<file path="src/sv/mrfe_pkg.sv">
// ----------------------------------------------------------------------------
// mrfe_pkg
// Shared types, codes and the CRC-16 helper for the read frame engine.
// ----------------------------------------------------------------------------
package mrfe_pkg;

    localparam int FRAME_BYTES_DEF = 128;

    localparam logic       REQ_START = 1'b0;
    localparam logic       REQ_BYTE  = 1'b1;

    localparam logic [7:0] ADDR_BYTE = 8'hFF;
    localparam logic [7:0] FUNC_READ = 8'h03;
    localparam logic [8:0] HDR_EXTRA = 9'd5;

    typedef enum logic [1:0] {
        KIND_REQ     = 2'd0,
        KIND_REG     = 2'd1,
        KIND_CRC_ERR = 2'd2,
        KIND_LEN_ERR = 2'd3
    } t_kind;

    // Commands from the controller to the datapath.
    typedef struct packed {
        logic  start;
        logic  store;
        logic  set_err;
        logic  load;
        t_kind kind;
        logic  pair_clr;
        logic  rd_hi;
        logic  rd_lo;
    } t_cmd;

    // Status from the datapath to the controller.
    typedef struct packed {
        logic err;
        logic overrun;
        logic short_frame;
        logic too_long;
        logic exact;
        logic pkt_end;
        logic crc_ok;
        logic no_pairs;
        logic pair_last;
        logic tx_last;
        logic out_free;
    } t_sts;

    // One byte of CRC-16/MODBUS (reflected polynomial 0xA001).
    function automatic logic [15:0] crc_byte(input logic [15:0] crc, input logic [7:0] b);
        logic [15:0] c;
        c = crc ^ {8'h00, b};
        for (int i = 0; i < 8; i++) begin
            c = c[0] ? ((c >> 1) ^ 16'hA001) : (c >> 1);
        end
        return c;
    endfunction

endpackage

</file>
<file path="src/sv/mrfe_ctrl.sv">
// ----------------------------------------------------------------------------
// mrfe_ctrl
// Controller: sequences request transmission, byte checks and the pair walk.
// ----------------------------------------------------------------------------
module mrfe_ctrl (
    input  logic            i_clk,
    input  logic            i_rst_n,
    input  logic            i_in_valid,
    input  logic            i_req_type,
    output logic            o_in_ready,
    input  mrfe_pkg::t_sts  i_sts,
    output mrfe_pkg::t_cmd  o_cmd
);

    typedef enum logic [2:0] {
        S_IDLE, S_TX, S_EVAL, S_RDHI, S_RDLO, S_PAIR, S_ERR
    } t_state;

    t_state          r_state, n_state;
    mrfe_pkg::t_kind r_ekind, n_ekind;
    logic            w_acc;

    assign o_in_ready = (r_state == S_IDLE);
    assign w_acc      = i_in_valid && o_in_ready;

    always_comb begin
        n_state = r_state;
        n_ekind = r_ekind;
        o_cmd   = '0;
        case (r_state)
            S_IDLE: begin
                if (w_acc) begin
                    if (i_req_type == mrfe_pkg::REQ_START) begin
                        o_cmd.start = 1'b1;
                        n_state     = S_TX;
                    end else if (i_sts.err) begin
                        n_state = S_IDLE;
                    end else if (i_sts.overrun) begin
                        o_cmd.set_err = 1'b1;
                        n_ekind       = mrfe_pkg::KIND_LEN_ERR;
                        n_state       = S_ERR;
                    end else begin
                        o_cmd.store = 1'b1;
                        n_state     = S_EVAL;
                    end
                end
            end
            S_TX: begin
                if (i_sts.out_free) begin
                    o_cmd.load = 1'b1;
                    o_cmd.kind = mrfe_pkg::KIND_REQ;
                    if (i_sts.tx_last) begin
                        n_state = S_IDLE;
                    end
                end
            end
            S_EVAL: begin
                if (i_sts.short_frame) begin
                    n_state = S_IDLE;
                end else if (i_sts.too_long) begin
                    o_cmd.set_err = 1'b1;
                    n_ekind       = mrfe_pkg::KIND_LEN_ERR;
                    n_state       = S_ERR;
                end else if (i_sts.pkt_end && i_sts.exact) begin
                    if (!i_sts.crc_ok) begin
                        n_ekind = mrfe_pkg::KIND_CRC_ERR;
                        n_state = S_ERR;
                    end else if (i_sts.no_pairs) begin
                        n_state = S_IDLE;
                    end else begin
                        o_cmd.pair_clr = 1'b1;
                        n_state        = S_RDHI;
                    end
                end else begin
                    n_state = S_IDLE;
                end
            end
            S_RDHI: begin
                o_cmd.rd_hi = 1'b1;
                n_state     = S_RDLO;
            end
            S_RDLO: begin
                o_cmd.rd_lo = 1'b1;
                n_state     = S_PAIR;
            end
            S_PAIR: begin
                if (i_sts.out_free) begin
                    o_cmd.load = 1'b1;
                    o_cmd.kind = mrfe_pkg::KIND_REG;
                    n_state    = i_sts.pair_last ? S_IDLE : S_RDHI;
                end
            end
            S_ERR: begin
                if (i_sts.out_free) begin
                    o_cmd.load = 1'b1;
                    o_cmd.kind = r_ekind;
                    n_state    = S_IDLE;
                end
            end
            default: n_state = S_IDLE;
        endcase
    end

    always_ff @(posedge i_clk) begin
        if (!i_rst_n) begin
            r_state <= S_IDLE;
            r_ekind <= mrfe_pkg::KIND_LEN_ERR;
        end else begin
            r_state <= n_state;
            r_ekind <= n_ekind;
        end
    end

endmodule

</file>
<file path="src/sv/mrfe_dp.sv">
// ----------------------------------------------------------------------------
// mrfe_dp
// Datapath: frame buffer, running CRC, request bytes and the output register.
// ----------------------------------------------------------------------------
module mrfe_dp #(
    parameter int FRAME_BYTES = mrfe_pkg::FRAME_BYTES_DEF
) (
    input  logic            i_clk,
    input  logic            i_rst_n,
    input  mrfe_pkg::t_cmd  i_cmd,
    output mrfe_pkg::t_sts  o_sts,
    input  logic [15:0]     i_start_register,
    input  logic [15:0]     i_register_count,
    input  logic [7:0]      i_rx_byte,
    input  logic            i_packet_end,
    output logic            o_valid,
    input  logic            i_ready,
    output logic [1:0]      o_kind,
    output logic [7:0]      o_tx_byte,
    output logic [15:0]     o_reg_address,
    output logic [15:0]     o_reg_value,
    output logic            o_last
);

    localparam int LW = $clog2(FRAME_BYTES);

    logic [7:0]    r_mem [FRAME_BYTES];
    logic [15:0]   r_start, r_count, r_tcrc, r_crc;
    logic [2:0]    r_tidx;
    logic [LW-1:0] r_len;
    logic          r_err, r_pe;
    logic [7:0]    r_b2, r_p1, r_p2, r_rdata, r_hi;
    logic [6:0]    r_pair;
    logic          r_valid, r_last;
    logic [1:0]    r_kind;
    logic [7:0]    r_tx;
    logic [15:0]   r_addr, r_val;

    logic [7:0]    w_txb;
    logic [8:0]    w_len9, w_expect, w_rd9;
    logic [7:0]    w_pairs;
    logic          w_out_free;

    always_comb begin
        case (r_tidx)
            3'd0:    w_txb = mrfe_pkg::ADDR_BYTE;
            3'd1:    w_txb = mrfe_pkg::FUNC_READ;
            3'd2:    w_txb = r_start[15:8];
            3'd3:    w_txb = r_start[7:0];
            3'd4:    w_txb = r_count[15:8];
            3'd5:    w_txb = r_count[7:0];
            3'd6:    w_txb = r_tcrc[7:0];
            default: w_txb = r_tcrc[15:8];
        endcase
    end

    assign w_len9     = 9'(r_len);
    assign w_expect   = {1'b0, r_b2} + mrfe_pkg::HDR_EXTRA;
    assign w_pairs    = {1'b0, r_b2[7:1]};
    assign w_out_free = !r_valid || i_ready;
    // Pair i holds its high byte at 3 + 2i and its low byte one place on.
    assign w_rd9      = 9'd3 + {1'b0, r_pair, 1'b0} + (i_cmd.rd_lo ? 9'd1 : 9'd0);

    always_comb begin
        o_sts.err         = r_err;
        o_sts.overrun     = (r_len >= LW'(FRAME_BYTES - 2));
        o_sts.short_frame = (w_len9 < 9'd3);
        o_sts.too_long    = (w_len9 > w_expect);
        o_sts.exact       = (w_len9 == w_expect);
        o_sts.pkt_end     = r_pe;
        o_sts.crc_ok      = ({r_p1, r_p2} == r_crc);
        o_sts.no_pairs    = (w_pairs == 8'd0);
        o_sts.pair_last   = ({1'b0, r_pair} + 8'd1 == w_pairs);
        o_sts.tx_last     = (r_tidx == 3'd7);
        o_sts.out_free    = w_out_free;
    end

    always_ff @(posedge i_clk) begin
        if (i_cmd.store) begin
            r_mem[r_len] <= i_rx_byte;
        end
        if (i_cmd.rd_hi || i_cmd.rd_lo) begin
            r_rdata <= r_mem[w_rd9[LW-1:0]];
        end
        if (i_cmd.rd_lo) begin
            r_hi <= r_rdata;
        end
    end

    always_ff @(posedge i_clk) begin
        if (!i_rst_n) begin
            r_len   <= '0;
            r_err   <= 1'b0;
            r_start <= '0;
            r_tidx  <= '0;
            r_valid <= 1'b0;
            r_crc   <= 16'hFFFF;
        end else begin
            if (i_cmd.start) begin
                r_start <= i_start_register;
                r_count <= i_register_count;
                r_tcrc  <= 16'hFFFF;
                r_tidx  <= '0;
                r_len   <= '0;
                r_err   <= 1'b0;
                r_crc   <= 16'hFFFF;
            end
            if (i_cmd.set_err) begin
                r_err <= 1'b1;
            end
            if (i_cmd.store) begin
                r_len <= r_len + 1'b1;
                r_pe  <= i_packet_end;
                r_p1  <= i_rx_byte;
                r_p2  <= r_p1;
                // The CRC trails the stored bytes by two: the last two are the checksum.
                if (w_len9 >= 9'd2) begin
                    r_crc <= mrfe_pkg::crc_byte(r_crc, r_p2);
                end
                if (w_len9 == 9'd2) begin
                    r_b2 <= i_rx_byte;
                end
            end
            if (i_cmd.pair_clr) begin
                r_pair <= '0;
            end
            if (i_cmd.load) begin
                r_valid <= 1'b1;
                r_kind  <= i_cmd.kind;
                case (i_cmd.kind)
                    mrfe_pkg::KIND_REQ: begin
                        r_tx   <= w_txb;
                        r_addr <= '0;
                        r_val  <= '0;
                        r_last <= (r_tidx == 3'd7);
                        // Only the six header bytes are folded into the checksum.
                        if (r_tidx < 3'd6) begin
                            r_tcrc <= mrfe_pkg::crc_byte(r_tcrc, w_txb);
                        end
                        r_tidx <= r_tidx + 3'd1;
                    end
                    mrfe_pkg::KIND_REG: begin
                        r_tx   <= '0;
                        r_addr <= r_start + {9'd0, r_pair};
                        r_val  <= {r_hi, r_rdata};
                        r_last <= ({1'b0, r_pair} + 8'd1 == w_pairs);
                        r_pair <= r_pair + 7'd1;
                    end
                    default: begin
                        r_tx   <= '0;
                        r_addr <= '0;
                        r_val  <= '0;
                        r_last <= 1'b1;
                    end
                endcase
            end else if (i_ready) begin
                r_valid <= 1'b0;
            end
        end
    end

    assign o_valid       = r_valid;
    assign o_kind        = r_kind;
    assign o_tx_byte     = r_tx;
    assign o_reg_address = r_addr;
    assign o_reg_value   = r_val;
    assign o_last        = r_last;

endmodule

</file>
<file path="src/sv/modbus_read_frame_engine.sv">
// ----------------------------------------------------------------------------
// modbus_read_frame_engine
// Master side of a Modbus function-3 read: request framing and response check.
// ----------------------------------------------------------------------------
// A start item produces the eight request bytes, one transfer per cycle when
// the downstream side is ready. A response byte is first stored in the frame
// buffer, folding the running CRC, and is then checked for its length and,
// on a packet end, the checksum. A good frame then walks the buffer through
// its single registered read port, reading the high and then the low byte of
// each register pair, giving one register update per pair. Length and overrun
// faults make the engine ignore further bytes until the next start. Results
// sit in an output register, so the next item is taken while the last result
// still waits.
module modbus_read_frame_engine #(
    parameter int FRAME_BYTES = mrfe_pkg::FRAME_BYTES_DEF
) (
    input  logic        i_clk,
    input  logic        i_rst_n,
    input  logic        s_axis_tvalid,
    output logic        s_axis_tready,
    // [15:0] start_register, [31:16] register_count, [39:32] rx_byte
    input  logic [39:0] s_axis_tdata,
    // [0] req_type
    input  logic        s_axis_tuser,
    input  logic        s_axis_tlast,
    output logic        m_axis_tvalid,
    input  logic        m_axis_tready,
    // [7:0] tx_byte, [23:8] reg_address, [39:24] reg_value
    output logic [39:0] m_axis_tdata,
    // [1:0] result_kind
    output logic [1:0]  m_axis_tuser,
    output logic        m_axis_tlast
);

    mrfe_pkg::t_cmd w_cmd;
    mrfe_pkg::t_sts w_sts;

    mrfe_ctrl u_ctrl (
        .i_clk      (i_clk),
        .i_rst_n    (i_rst_n),
        .i_in_valid (s_axis_tvalid),
        .i_req_type (s_axis_tuser),
        .o_in_ready (s_axis_tready),
        .i_sts      (w_sts),
        .o_cmd      (w_cmd)
    );

    mrfe_dp #(
        .FRAME_BYTES (FRAME_BYTES)
    ) u_dp (
        .i_clk            (i_clk),
        .i_rst_n          (i_rst_n),
        .i_cmd            (w_cmd),
        .o_sts            (w_sts),
        .i_start_register (s_axis_tdata[15:0]),
        .i_register_count (s_axis_tdata[31:16]),
        .i_rx_byte        (s_axis_tdata[39:32]),
        .i_packet_end     (s_axis_tlast),
        .o_valid          (m_axis_tvalid),
        .i_ready          (m_axis_tready),
        .o_kind           (m_axis_tuser),
        .o_tx_byte        (m_axis_tdata[7:0]),
        .o_reg_address    (m_axis_tdata[23:8]),
        .o_reg_value      (m_axis_tdata[39:24]),
        .o_last           (m_axis_tlast)
    );

endmodule
</file>
<file path="config.mk">
export PLATFORM = sky130hd
export DESIGN_NAME = modbus_read_frame_engine
export DESIGN_NICKNAME = d
export VERILOG_FILES = /design/src/sv/mrfe_pkg.sv /design/src/sv/mrfe_ctrl.sv /design/src/sv/mrfe_dp.sv /design/src/sv/modbus_read_frame_engine.sv
export SDC_FILE = /design/constraint.sdc
export NUM_CORES = 1
export LEC_CHECK = 0
export BUFFER_PORTS_ARGS = -buffer_cell sky130_fd_sc_hd__buf_2
export CAP_MARGIN = 20
export CORE_ASPECT_RATIO = 1.5
export CORE_MARGIN = 1.5
export CORE_UTILIZATION = 25
export DETAILED_ROUTE_END_ITERATION = 8
export PLACE_DENSITY = 0.42
export SETUP_SLACK_MARGIN = 0.3
export SYNTH_ARGS = -nofsm -noshare
export SYNTH_HDL_FRONTEND = slang
export SYNTH_SLANG_ARGS = --single-unit
</file>
<file path="constraint.sdc">
create_clock -name i_clk -period 6.5 [get_ports i_clk]
set_clock_uncertainty 0.2 [all_clocks]
set_input_delay 0 -clock i_clk [delete_from_list [all_inputs] [get_ports i_clk]]
set_output_delay 0 -clock i_clk [all_outputs]
set_load 0.02 [all_outputs]
</file>
==> results of run 1 <==
## metal layers
| metal | share of wire | vias to the layer above |
|---|---|---|
| li1 | - | 10544 |
| met1 | 0.38 | 13060 |
| met2 | 0.55 | 585 |
| met3 | 0.035 | 177 |
| met4 | 0.035 | 0 |
| met5 | 0 | - |
## power by group
part           switching [mW]  internal [mW]  leakage, nW  total [mW]
Clock                    2.98           3.69         1.81        6.67
Combinational           0.616          0.395         4.67        1.01
Sequential             0.0537           8.50         10.7        8.55
## worst max-delay path: stages (launching register included)
cell and delay (ns):
dfxtp_1 0.61, nand2_1 0.33, inv_8 0.43, buf_12 0.69
mux4_2 0.61, mux4_2 0.52, a22oi_1 0.77, nand2_1 0.19
o21a_1 0.23
## metrics by stage
step           utilization  area (µm²)  cells  total power, mW
6_report            0.2966       56370   5306            16.24
5_1_grt             0.2966       56370   5305            16.76
4_1_cts             0.2963       56320   5300            16.46
3_5_place_dp        0.2706       51420   4965            9.693
3_3_place_gp        0.2704       51390   4961            9.676
2_1_floorplan            -       47880   2486            9.241
## logic make-up (layout without fill, tap and decap cells)
kind of cell	after synthesis	count (layout)	share of synthesized area
fa+ha+maj	31	31	0.008268
xor+xnor	73	73	0.01476
compound gates	228	228	0.03192
simple gates	473	473	0.04440
flops	1195	1195	0.7403
mux	318	318	0.1472
buf+inv	152	495	0.01303
other cells	1	18	0.00007841
## sequential cells by signal, summed over array words and instances (netlist names), 2 cells and up
register and count:
u_dp.r_mem 1024, u_dp.o_reg_address 16, u_dp.o_reg_value 16, u_dp.r_count 16
u_dp.r_crc 16, u_dp.r_start 16, u_dp.r_tcrc 16, u_dp.o_tx_byte 8
u_dp.r_b2 8, u_dp.r_hi 8, u_dp.r_p1 8, u_dp.r_p2 8
u_dp.r_rdata 8, u_dp.r_len 7, u_dp.r_pair 7, u_ctrl.r_state 3
u_dp.r_tidx 3, u_dp.o_kind 2
## cell usage after synthesis, drive strengths merged, types with 8 or more instances
cell type	instances	share of area
a221oi	13	0.0024
nand3	32	0.0033
a22oi	15	0.0024
a21o	8	0.0013
nor2	209	0.016
a211oi	17	0.0027
inv	21	0.0016
nor3	24	0.0025
and2	36	0.0047
a31oi	23	0.0030
clkbuf	92	0.0072
mux4	308	0.15
buf	39	0.0042
a21oi	55	0.0058
dfxtp	48	0.020
edfxtp	1147	0.72
or3	8	0.0010
nor2b	12	0.0016
xor2	37	0.0069
ha	30	0.0078
o21ai	41	0.0043
nand2	111	0.0087
a22o	14	0.0026
xnor2	32	0.0059
## how the worst max path moves through the flow
stage | startpoint | to | slack [ns] | cells after the start
3_3_place_gp | u_ctrl.r_state[2] | u_dp.r_rdata[0] | 1.38 | 8
6_report | u_ctrl.r_state[2] | u_dp.r_rdata[2] | 1.53 | 8
4_1_cts | u_ctrl.r_state[2] | u_dp.r_rdata[0] | 1.38 | 8
5_1_grt | u_ctrl.r_state[2] | u_dp.r_rdata[0] | 1.24 | 8
2_1_floorplan | u_ctrl.r_state[1] | u_dp.o_kind[0] | 1.73 | 4
3_5_place_dp | u_ctrl.r_state[2] | u_dp.r_rdata[0] | 1.39 | 8
## final cells by class
type | instances | share of cell area
flip-flops and latches | 1195 | 0.6281
multi-input cells | 1139 | 0.2115
well taps | 2475 | 0.05494
clock buffers | 143 | 0.05405
repair buffers | 256 | 0.03780
clock inverters | 75 | 0.01203
inverters | 21 | 0.001532
diodes | 2 | 0.00008879
==> reports/qor.tcl, run 1 <==
set qor(run_status) {completed}
set qor(grt_pass1_vias) 26051
set qor(grt-busiest-layer) {met2}
set qor(setup_total_negative_slack_ns) 0
set qor(area_delta_synth_final_pct) 17.87
set qor(cts_buffers) 118
set qor(worstRegToRegCells) 8
set qor(remaining_drc_errors) 0
set qor(synth-async-reset-ratio) 0
set qor(timing.critical_path.required_ns) 6.83
set qor(yosys_warnings) 0
set qor(setup_violations) 0
set qor(netlist_instances) 2471
set qor(critical_path_type) {reg2reg}
set qor(max_slew_headroom) 0.2416
set qor(post-route-worst-setup-slack_ns) 1.527
set qor(worst_ir_drop_vdd_uv) 257.8
set qor(core-area_mm2) 0.1901
set qor(worst_ep_arrival_time_ns) 5.30
set qor(clkTransAtPathRegs_ns) 0.06
set qor(synth_seq_area_share) 0.7403
set qor(route.vias.total) 24366
set qor(routed_vias_inst) 4.592
set qor(footprint_of_the_multi_input_gates_mm2) 0.01192
set qor(timing.rr.start) {u_ctrl.r_state[2]}
set qor(launch_point_of_the_worst_hold_path) {s_axis_tdata[38]}
set qor(tritoncts_clock_tree) {done}
set qor(route.detailed.wl_per_inst_um) 24.76
set qor(hold_class) {in2reg}
set qor(post_route_cells_drive_above_1_share) 0.2234
set qor(synth_enable_flop_cells) 1147
set qor(timing.rr.end) {u_dp.r_rdata[2]}
set qor(dp_worst_setup_slack_ns) 1.393
set qor(tightestPinTransition_ns) 1.133
set qor(finalMaxSlewViolations) 0
set qor(nets) 2808
set qor(grt_setup_unrepaired) {false}
set qor(final_cell_mix) {edfxtp_1, mux4_2, nor2_1, clkbuf_16, dlygate4sd3_1}
set qor(timing_hold_violations_final) 0
set qor(clock_tree.root_cell) {clkbuf_16}
set qor(synth.distinct_cells) 69
set qor(postCtsHoldBufs) 117
set qor(grt_max_degree) 102
set qor(globalRouteMet1Util) 0.1490
set qor(floorplan.initialDensity) 0.2516
set qor(synthesis.area_mm2) 0.04782
set qor(dpl.hpwl_um) 83220
set qor(grtUsageMet3) 0.01657
set qor(io_pins) 91
set qor(ctsResizeCount) 0
set qor(num-fill-cells) 18411
set qor(worst_setup_path_start_kind) {flop}
set qor(tritoncts_num_sinks) 1195
set qor(die_h_um) 538.7
set qor(ctsHtreeMaxLevel) 3
set qor(min_period_over_period) 0.7651
set qor(p_leak_nw) 17.21
set qor(drt_iter0_drc) 1934
set qor(initial_antenna_violation_count) 4
set qor(yosys_most_used_dff) {edfxtp_1}
set qor(globalRoute.totalOverflow) 0
set qor(grt_use_met2) 0.2569
set qor(critPathMaxFanout) 93
set qor(gp_congestion) 0.8081
set qor(final_antenna_net_count) 0
set qor(post-route-min-period_ns) 4.973
set qor(regToRegSetupSlack_ns) 1.53
set qor(dr.pass1.iters) 8
set qor(post_cts_buffers) 0
set qor(timing.hold.worst_path_depth) 2
set qor(core.rowCount) 196
set qor(most_frequent_standard_cell_in_the_layout_excluding_fill_and_tap_cells) {edfxtp_1}
set qor(totalWireLength_um) 131400
set qor(max-clock-path-buffers) 3
set qor(fp.dieArea_mm2) 0.1940
set qor(io_buffer_count) 90
set qor(hold-path-endpoint) {u_dp.r_mem[116][6]}
set qor(layout.area.seq_mm2) 0.03540
set qor(grt_pass1_wl_um) 189200
set qor(cp_endpoint_kind) {flop}
set qor(ys_ff_latch) 1195
set qor(power.density_cell_area_mw_per_mm2) 288.1
set qor(whs_ns) 0.07855
set qor(grt_usage) 0.1344
set qor(clock_latency_ns) 0.76
set qor(postSynthAreaPerCell_um2) 19.35
set qor(fmaxAchievable_mhz) 201.1
set qor(max_cap_violations) 0
set qor(die_w_um) 360.1
Note: power is estimated with default switching activity, not from simulation.
==> inputs of run 2 (changes only) <==
- clock period: 6.5 -> 4.94 ns (I/O delays scaled with it)
==> run 2 against run 1 <==
Effect of this change: register-to-register slack lost 0.91 ns; non-clock buffer count grew 63; global-route usage is essentially flat; critical path depth grew 2; count of clock-buffer cells in the layout shrank 6; core utilization grew 0.28 points; routed wire length shrank 0.57%; die area is the same; via count grew 0.25%; sequential share of layout area shrank 0.59 points; cell count grew 1.0%; sequential power grew 32%; largest cell class unchanged.
==> reports/qor.tcl, run 2 (synthesized netlist as in run 1, its figures left out) <==
set qor(run_status) {completed}
set qor(grt_max_degree) 131 ;# +28%
set qor(floorplan.initialDensity) 0.2516 ;# unchanged
set qor(critical_path_type) {reg2reg}
set qor(core-area_mm2) 0.1901 ;# unchanged
set qor(cp_endpoint_kind) {flop}
set qor(flip_flop_count_of_the_largest_register_all_copies_and_words_added) 1024 ;# unchanged
set qor(route.vias.total) 24426 ;# +0.25%
set qor(final_cell_mix) {edfxtp_1, mux4_2, nor2_1, dlygate4sd3_1, clkbuf_16}
set qor(io_buffer_count) 90 ;# unchanged
set qor(max_slew_headroom) 0.2955 ;# +0.05391
set qor(routed_vias_inst) 4.556 ;# -0.78%
set qor(area_delta_synth_final_pct) 18.98
set qor(final_design_area_no_fill_mm2) 0.05690 ;# +0.94%
set qor(min_period_over_period) 0.8755 ;# +0.1104
set qor(final_antenna_net_count) 0 ;# unchanged
set qor(post-route-worst-setup-slack_ns) 0.6152 ;# -0.9120 ns
set qor(io_pins) 91 ;# unchanged
set qor(power_frac_comb) 0.063 ;# about the same
set qor(core.rowCount) 196 ;# unchanged
set qor(timing_hold_violations_final) 0 ;# unchanged
set qor(grt_usage) 0.1342 ;# -0.0001723
set qor(initial_antenna_violation_count) 3 ;# -1
set qor(critPathMaxFanout) 19 ;# -80%
set qor(worst_setup_path_start_kind) {flop}
set qor(remaining_drc_errors) 0 ;# unchanged
set qor(dr.pass1.iters) 5 ;# -3
set qor(ctsResizeCount) 0 ;# unchanged
set qor(post_route_cells_drive_above_1_share) 0.2403 ;# +0.01689
set qor(tritoncts_clock_tree) {done}
set qor(hold_class) {in2reg}
set qor(p_switching_mw) 4.778 ;# +31%
set qor(finalMaxSlewViolations) 0 ;# unchanged
set qor(setup_violations) 0 ;# unchanged
set qor(tritoncts_num_sinks) 1195 ;# unchanged
set qor(tightestPinTransition_ns) 1.053 ;# -0.08057 ns
set qor(stdcell_count) 5361 ;# +1.0%
set qor(ctsHtreeMaxLevel) 3 ;# unchanged
set qor(clkTransAtPathRegs_ns) 0.06 ;# about the same
set qor(max-clock-path-buffers) 3 ;# unchanged
set qor(globalRoute.totalOverflow) 0 ;# unchanged
set qor(worst_ep_arrival_time_ns) 4.56 ;# -0.74 ns
set qor(grt_setup_unrepaired) {false}
set qor(power.density_cell_area_mw_per_mm2) 378.0 ;# +31%
set qor(max_cap_violations) 0 ;# unchanged
set qor(sw_frac_of_total) 0.2222 ;# -0.002709
set qor(grt_pass1_vias) 26485 ;# +1.7%
set qor(die_h_um) 538.7 ;# unchanged
set qor(dpl.hpwl_um) 84120 ;# +1.1%
set qor(nets) 2865 ;# +2.0%
set qor(drt_iter0_drc) 1732 ;# -10%
set qor(setup_total_negative_slack_ns) 0 ;# unchanged
set qor(gp_congestion) 0.8167 ;# +1.1%
set qor(detailed_place.area_mm2) 0.05196 ;# +1.1%
set qor(timing.critical_path.required_ns) 5.17 ;# -1.66 ns
set qor(worst_ir_drop_vdd_uv) 265.4 ;# +3.0%
set qor(grt_pass1_wl_um) 191300 ;# +1.1%
set qor(cts_buffers) 112 ;# -5.1%
set qor(die_w_um) 360.1 ;# unchanged
set qor(p_seq_frac) 0.523 ;# -0.004
set qor(internal_power_mw) 16.73 ;# +33%
set qor(fp.dieArea_mm2) 0.1940 ;# unchanged
set qor(clock_tree.root_cell) {clkbuf_16}
set qor(clock_latency_ns) 0.74 ;# -0.02 ns
set qor(post-route-min-period_ns) 4.325 ;# -0.6480 ns
set qor(placedCellCount) 5030 ;# +1.3%
set qor(num-fill-cells) 18399 ;# -0.065%
set qor(most_frequent_standard_cell_in_the_layout_excluding_fill_and_tap_cells) {edfxtp_1}
set qor(fmaxAchievable_mhz) 231.2 ;# +15%
set qor(dp_worst_setup_slack_ns) 0.5283 ;# -0.8643 ns
set qor(p_clk_frac) 0.414 ;# +0.003
set qor(most_flops_register) {u_dp.r_mem}
set qor(p_leak_nw) 17.55 ;# +2.0%
set qor(totalWireLength_um) 130600 ;# -0.57%
set qor(route.detailed.wl_per_inst_um) 24.37 ;# -1.6%
set qor(whs_ns) 0.07485 ;# -0.003701 ns
[run 2: changes by cell type in the layout (fill, tap and decap cells not counted), sizes merged]
| cell | change |
|---|---|
| buf | +64 |
| clkinv | -8 |
| clkbuf | -7 |
| bufinv | +6 |
[run 2: worst paths after layout]
check / cells past startpoint / endpoint / from / slack [ns]
setup / recovery: 10 / u_dp.r_tcrc[0] / u_dp.r_tidx[2] / 0.62
hold / removal: 4 / u_dp.o_kind[1] / m_axis_tready / 0.07
setup reg to reg: 10 / u_dp.r_tcrc[0] / u_dp.r_tidx[2] / 0.62
hold reg to reg: 2 / u_dp.r_err / u_dp.r_err / 0.25
[run 2: what timing repair did]
| item | CTS | global route |
|---|---|---|
| hold buffers | 117 | 0 |
| endpoints found under the hold margin | 732 | 0 |
| buffers inserted | 0 | 0 |
[run 2: through the flow]
stage / util / total power, mW
after detailed placement: 0.2734 / 12.79
after floorplan: - / 12.16
after CTS: 0.2992 / 21.79
after global routing: 0.2994 / 22.19
final: 0.2994 / 21.51
after global placement: 0.2734 / 12.77
[run 2: metal layers]
| metal | wire [µm] | global-route usage | share of wire |
|---|---|---|---|
| met5 | 13 | 0 | 0.00010 |
| met2 | 70090 | 0.2504 | 0.54 |
| met4 | 5086 | 0.05327 | 0.039 |
| met3 | 4423 | 0.01703 | 0.034 |
| met1 | 51020 | 0.1538 | 0.39 |
[run 2: critical path, stage by stage, from the launching register on]
cell and delay [ns]:
dfxtp_1 0.71, inv_1 0.17, ha_1 0.37, or4_4 0.65, nor2_1 0.20, xor2_1 0.09, mux2_2 0.30, xnor2_1 0.26
xor3_1 0.53, xor3_1 0.37, o22a_1 0.18
[run 2: power by group through the flow]
stage / clock (mW) / sequential, mW / combinational (mW)
final: 8.89 / 11.3 / 1.35
after global routing: 9.48 / 11.3 / 1.46
after CTS: 9.15 / 11.3 / 1.39
after detailed placement: 0 / 11.5 / 1.32
after global placement: 0 / 11.5 / 1.30
after floorplan: 0 / 11.4 / 0.712
[run 2: area by class of cell]
class / instances / area [µm²] / share of cell area
sequential: 1195 / 35400 / 0.6222
multi-input combinational: 1139 / 11930 / 0.2096
tap: 2475 / 3097 / 0.05442
clock buffer: 137 / 2918 / 0.05128
timing repair buffer: 319 / 2640 / 0.04640
clock inverter: 73 / 823.3 / 0.01447
inverter: 21 / 86.33 / 0.001517
antenna: 2 / 5.005 / 0.00008796
==> inputs of run 3 (changes only) <==
- PLACE_DENSITY: 0.42 -> 0.5
==> run 3 against run 2 <==
Effect of this change: die area unchanged; largest cell class unchanged; critical path type unchanged; via count down 1.9%; hold slack better by 0.046 ns; final area down 0.87%; highest routed layer is now met4.
==> reports/qor.tcl, run 3 (synthesized netlist as in run 1, its figures left out) <==
set qor(run_status) {completed}
set qor(most_flops_register) {u_dp.r_mem}
set qor(dpl.hpwl_um) 76690 ;# -8.8%
set qor(clock_latency_ns) 0.73 ;# about the same
set qor(min_period_over_period) 0.8689 ;# -0.006564
set qor(globalRoute.totalOverflow) 0 ;# unchanged
set qor(p_switching_mw) 4.681 ;# -2.0%
set qor(setup_total_negative_slack_ns) 0 ;# unchanged
set qor(drt_iter0_drc) 1885 ;# +8.8%
set qor(critPathMaxFanout) 38 ;# +19
set qor(max_cap_violations) 0 ;# unchanged
set qor(setup_violations) 0 ;# unchanged
set qor(timing.hold.worst_path_depth) 5 ;# +1
set qor(cts_buffers) 107 ;# -4.5%
set qor(clock_tree.root_cell) {clkbuf_16}
set qor(grt-busiest-layer) {met2}
set qor(fmaxAchievable_mhz) 233.0 ;# +0.76%
set qor(detailed_place.area_mm2) 0.05161 ;# -0.68%
set qor(remaining_drc_errors) 0 ;# unchanged
set qor(post-route-min-period_ns) 4.292 ;# -0.03243 ns
set qor(route.detailed.wl_per_inst_um) 22.92 ;# -5.9%
set qor(timing_hold_violations_final) 0 ;# unchanged
set qor(grt_max_degree) 87 ;# -34%
set qor(grtUsageMet3) 0.01541 ;# -0.001624
set qor(routed_vias_inst) 4.519 ;# -0.82%
set qor(tritoncts_clock_tree) {done}
set qor(num-fill-cells) 18454 ;# +0.30%
set qor(die_h_um) 538.7 ;# unchanged
set qor(max_slew_headroom) 0.3043 ;# +0.008755
set qor(initial_antenna_violation_count) 2 ;# -1
set qor(die_w_um) 360.1 ;# unchanged
set qor(final_antenna_net_count) 0 ;# unchanged
set qor(floorplan.initialDensity) 0.2516 ;# unchanged
set qor(final_design_area_no_fill_mm2) 0.05641 ;# -0.87%
set qor(io_pins) 91 ;# unchanged
set qor(grt_pass1_vias) 25228 ;# -4.7%
set qor(ctsHtreeMaxLevel) 3 ;# unchanged
set qor(fp.dieArea_mm2) 0.1940 ;# unchanged
set qor(totalWireLength_um) 121600 ;# -6.9%
set qor(most_frequent_standard_cell_in_the_layout_excluding_fill_and_tap_cells) {edfxtp_1}
set qor(critical_path_type) {reg2reg}
set qor(p_seq_frac) 0.529 ;# +0.006
set qor(sw_frac_of_total) 0.2203 ;# -0.001893
set qor(gp_congestion) 0.8074 ;# -1.1%
set qor(io_buffer_count) 90 ;# unchanged
set qor(post_cts_buffers) 0 ;# unchanged
set qor(tightestPinTransition_ns) 1.040 ;# -0.01308 ns
set qor(flip_flop_count_of_the_largest_register_all_copies_and_words_added) 1024 ;# unchanged
set qor(core-area_mm2) 0.1901 ;# unchanged
set qor(power_frac_comb) 0.061 ;# -0.002
set qor(tritoncts_num_sinks) 1195 ;# unchanged
set qor(grt_use_met2) 0.2364 ;# -0.01396
set qor(clkTransAtPathRegs_ns) 0.07 ;# about the same
set qor(finalMaxSlewViolations) 0 ;# unchanged
set qor(worstRegToRegCells) 10 ;# unchanged
set qor(area_delta_synth_final_pct) 17.95
set qor(worst_setup_path_start_kind) {flop}
set qor(p_clk_frac) 0.409 ;# -0.005
set qor(dr.pass1.iters) 6 ;# +1
set qor(p_leak_nw) 17.25 ;# -1.7%
set qor(core.rowCount) 196 ;# unchanged
set qor(worst_ep_arrival_time_ns) 4.54 ;# -0.02 ns
set qor(max-clock-path-buffers) 3 ;# unchanged
set qor(power.density_cell_area_mw_per_mm2) 376.7 ;# -0.32%
set qor(hold_class) {in2reg}
set qor(route.vias.total) 23967 ;# -1.9%
set qor(grt_pass1_wl_um) 177700 ;# -7.1%
set qor(internal_power_mw) 16.57 ;# -0.95%
set qor(timing.critical_path.required_ns) 5.19 ;# +0.02 ns
set qor(grt_usage) 0.1238 ;# -0.01038
set qor(globalRouteMet1Util) 0.1381 ;# -0.01567
set qor(nets) 2813 ;# -1.8%
set qor(grt_setup_unrepaired) {false}
set qor(cp_endpoint_kind) {flop}
set qor(final_core_util) 0.2968 ;# -0.002607
set qor(post_route_cells_drive_above_1_share) 0.2313 ;# -0.008951
set qor(final_cell_mix) {edfxtp_1, mux4_2, nor2_1, dlygate4sd3_1, nand2_1}
set qor(worst_ir_drop_vdd_uv) 338.4 ;# +28%
[run 3: cell count changes in the layout (fill, tap and decap cells not counted), moves of 2 or more]
| cell | before | now |
|---|---|---|
| clkbuf_16 | 113 | 107 |
| clkinv_4 | 3 | 8 |
| dlygate4sd3_1 | 117 | 115 |
| clkinv_2 | 18 | 20 |
| buf_4 | 107 | 64 |
| clkinvlp_4 | 3 | 6 |
| clkbuf_1 | 24 | 13 |
| clkinv_1 | 27 | 22 |
[run 3: per-layer routing]
| layer | vias up | wire (µm) | share of wire |
|---|---|---|---|
| li1 | 10552 | - | - |
| met1 | 12697 | 46020 | 0.38 |
| met2 | 541 | 67260 | 0.55 |
| met3 | 177 | 3978 | 0.033 |
| met5 | - | 0 | 0 |
| met4 | 0 | 4321 | 0.036 |
[run 3: worst paths after layout]
kind / startpoint / to / slack [ns]
max: u_ctrl.r_state[0] / u_dp.r_rdata[3] / 0.65
min reg2reg: u_dp.r_err / u_dp.r_err / 0.25
max reg2reg: u_ctrl.r_state[0] / u_dp.r_rdata[3] / 0.65
min: m_axis_tready / u_ctrl.r_state[2] / 0.12
[run 3: metrics by stage]
| stage | setup slack [ns] | power [mW] | instances | hold slack (ns) |
|---|---|---|---|---|
| 3_3_place_gp | 0.6909 | 12.71 | 4986 | -0.01749 |
| 4_1_cts | 0.6101 | 21.47 | 5301 | 0.07862 |
| 3_5_place_dp | 0.6474 | 12.73 | 4986 | -0.02189 |
| 2_1_floorplan | 1.248 | 12.16 | 2486 | -0.1011 |
| 6_report | 0.6476 | 21.25 | 5304 | 0.1209 |
| 5_1_grt | 0.3628 | 21.89 | 5303 | 0.1359 |
[run 3: worst max-delay path, cell delays in order (launching register included)]
cell and delay, ns:
dfxtp_1 0.50, nor2_1 0.09, nand2_1 0.25, inv_8 0.15, a21oi_1 0.50, xor2_4 0.22
buf_12 0.36, buf_4 0.42, mux4_2 0.56, a221oi_1 0.59, mux2i_1 0.14
[run 3: timing repair]
item                                   in CTS  in global routing
endpoints found under the hold margin     740                  0
hold buffers                              115                  0
setup endpoints to repair                   0                  0
gates resized for setup                     0                  0
[run 3: cell type report]
class                      count  area [µm²]  share of cell area
antenna                        2       5.005          0.00008873
clock buffer                 121        2740             0.04858
clock inverter                79       894.6             0.01586
inverter                      21       86.33            0.001531
multi-input combinational   1139       11920              0.2113
sequential                  1195       35400              0.6277
tap                         2475        3097             0.05490
timing repair buffer         272        2262             0.04011
[run 3: power groups by stage]
stage | sequential [mW] | clock [mW] | combinational, mW
3_3_place_gp | 11.5 | 0 | 1.25
2_1_floorplan | 11.4 | 0 | 0.712
5_1_grt | 11.2 | 9.25 | 1.40
3_5_place_dp | 11.5 | 0 | 1.26
4_1_cts | 11.2 | 8.89 | 1.33
6_report | 11.2 | 8.70 | 1.31
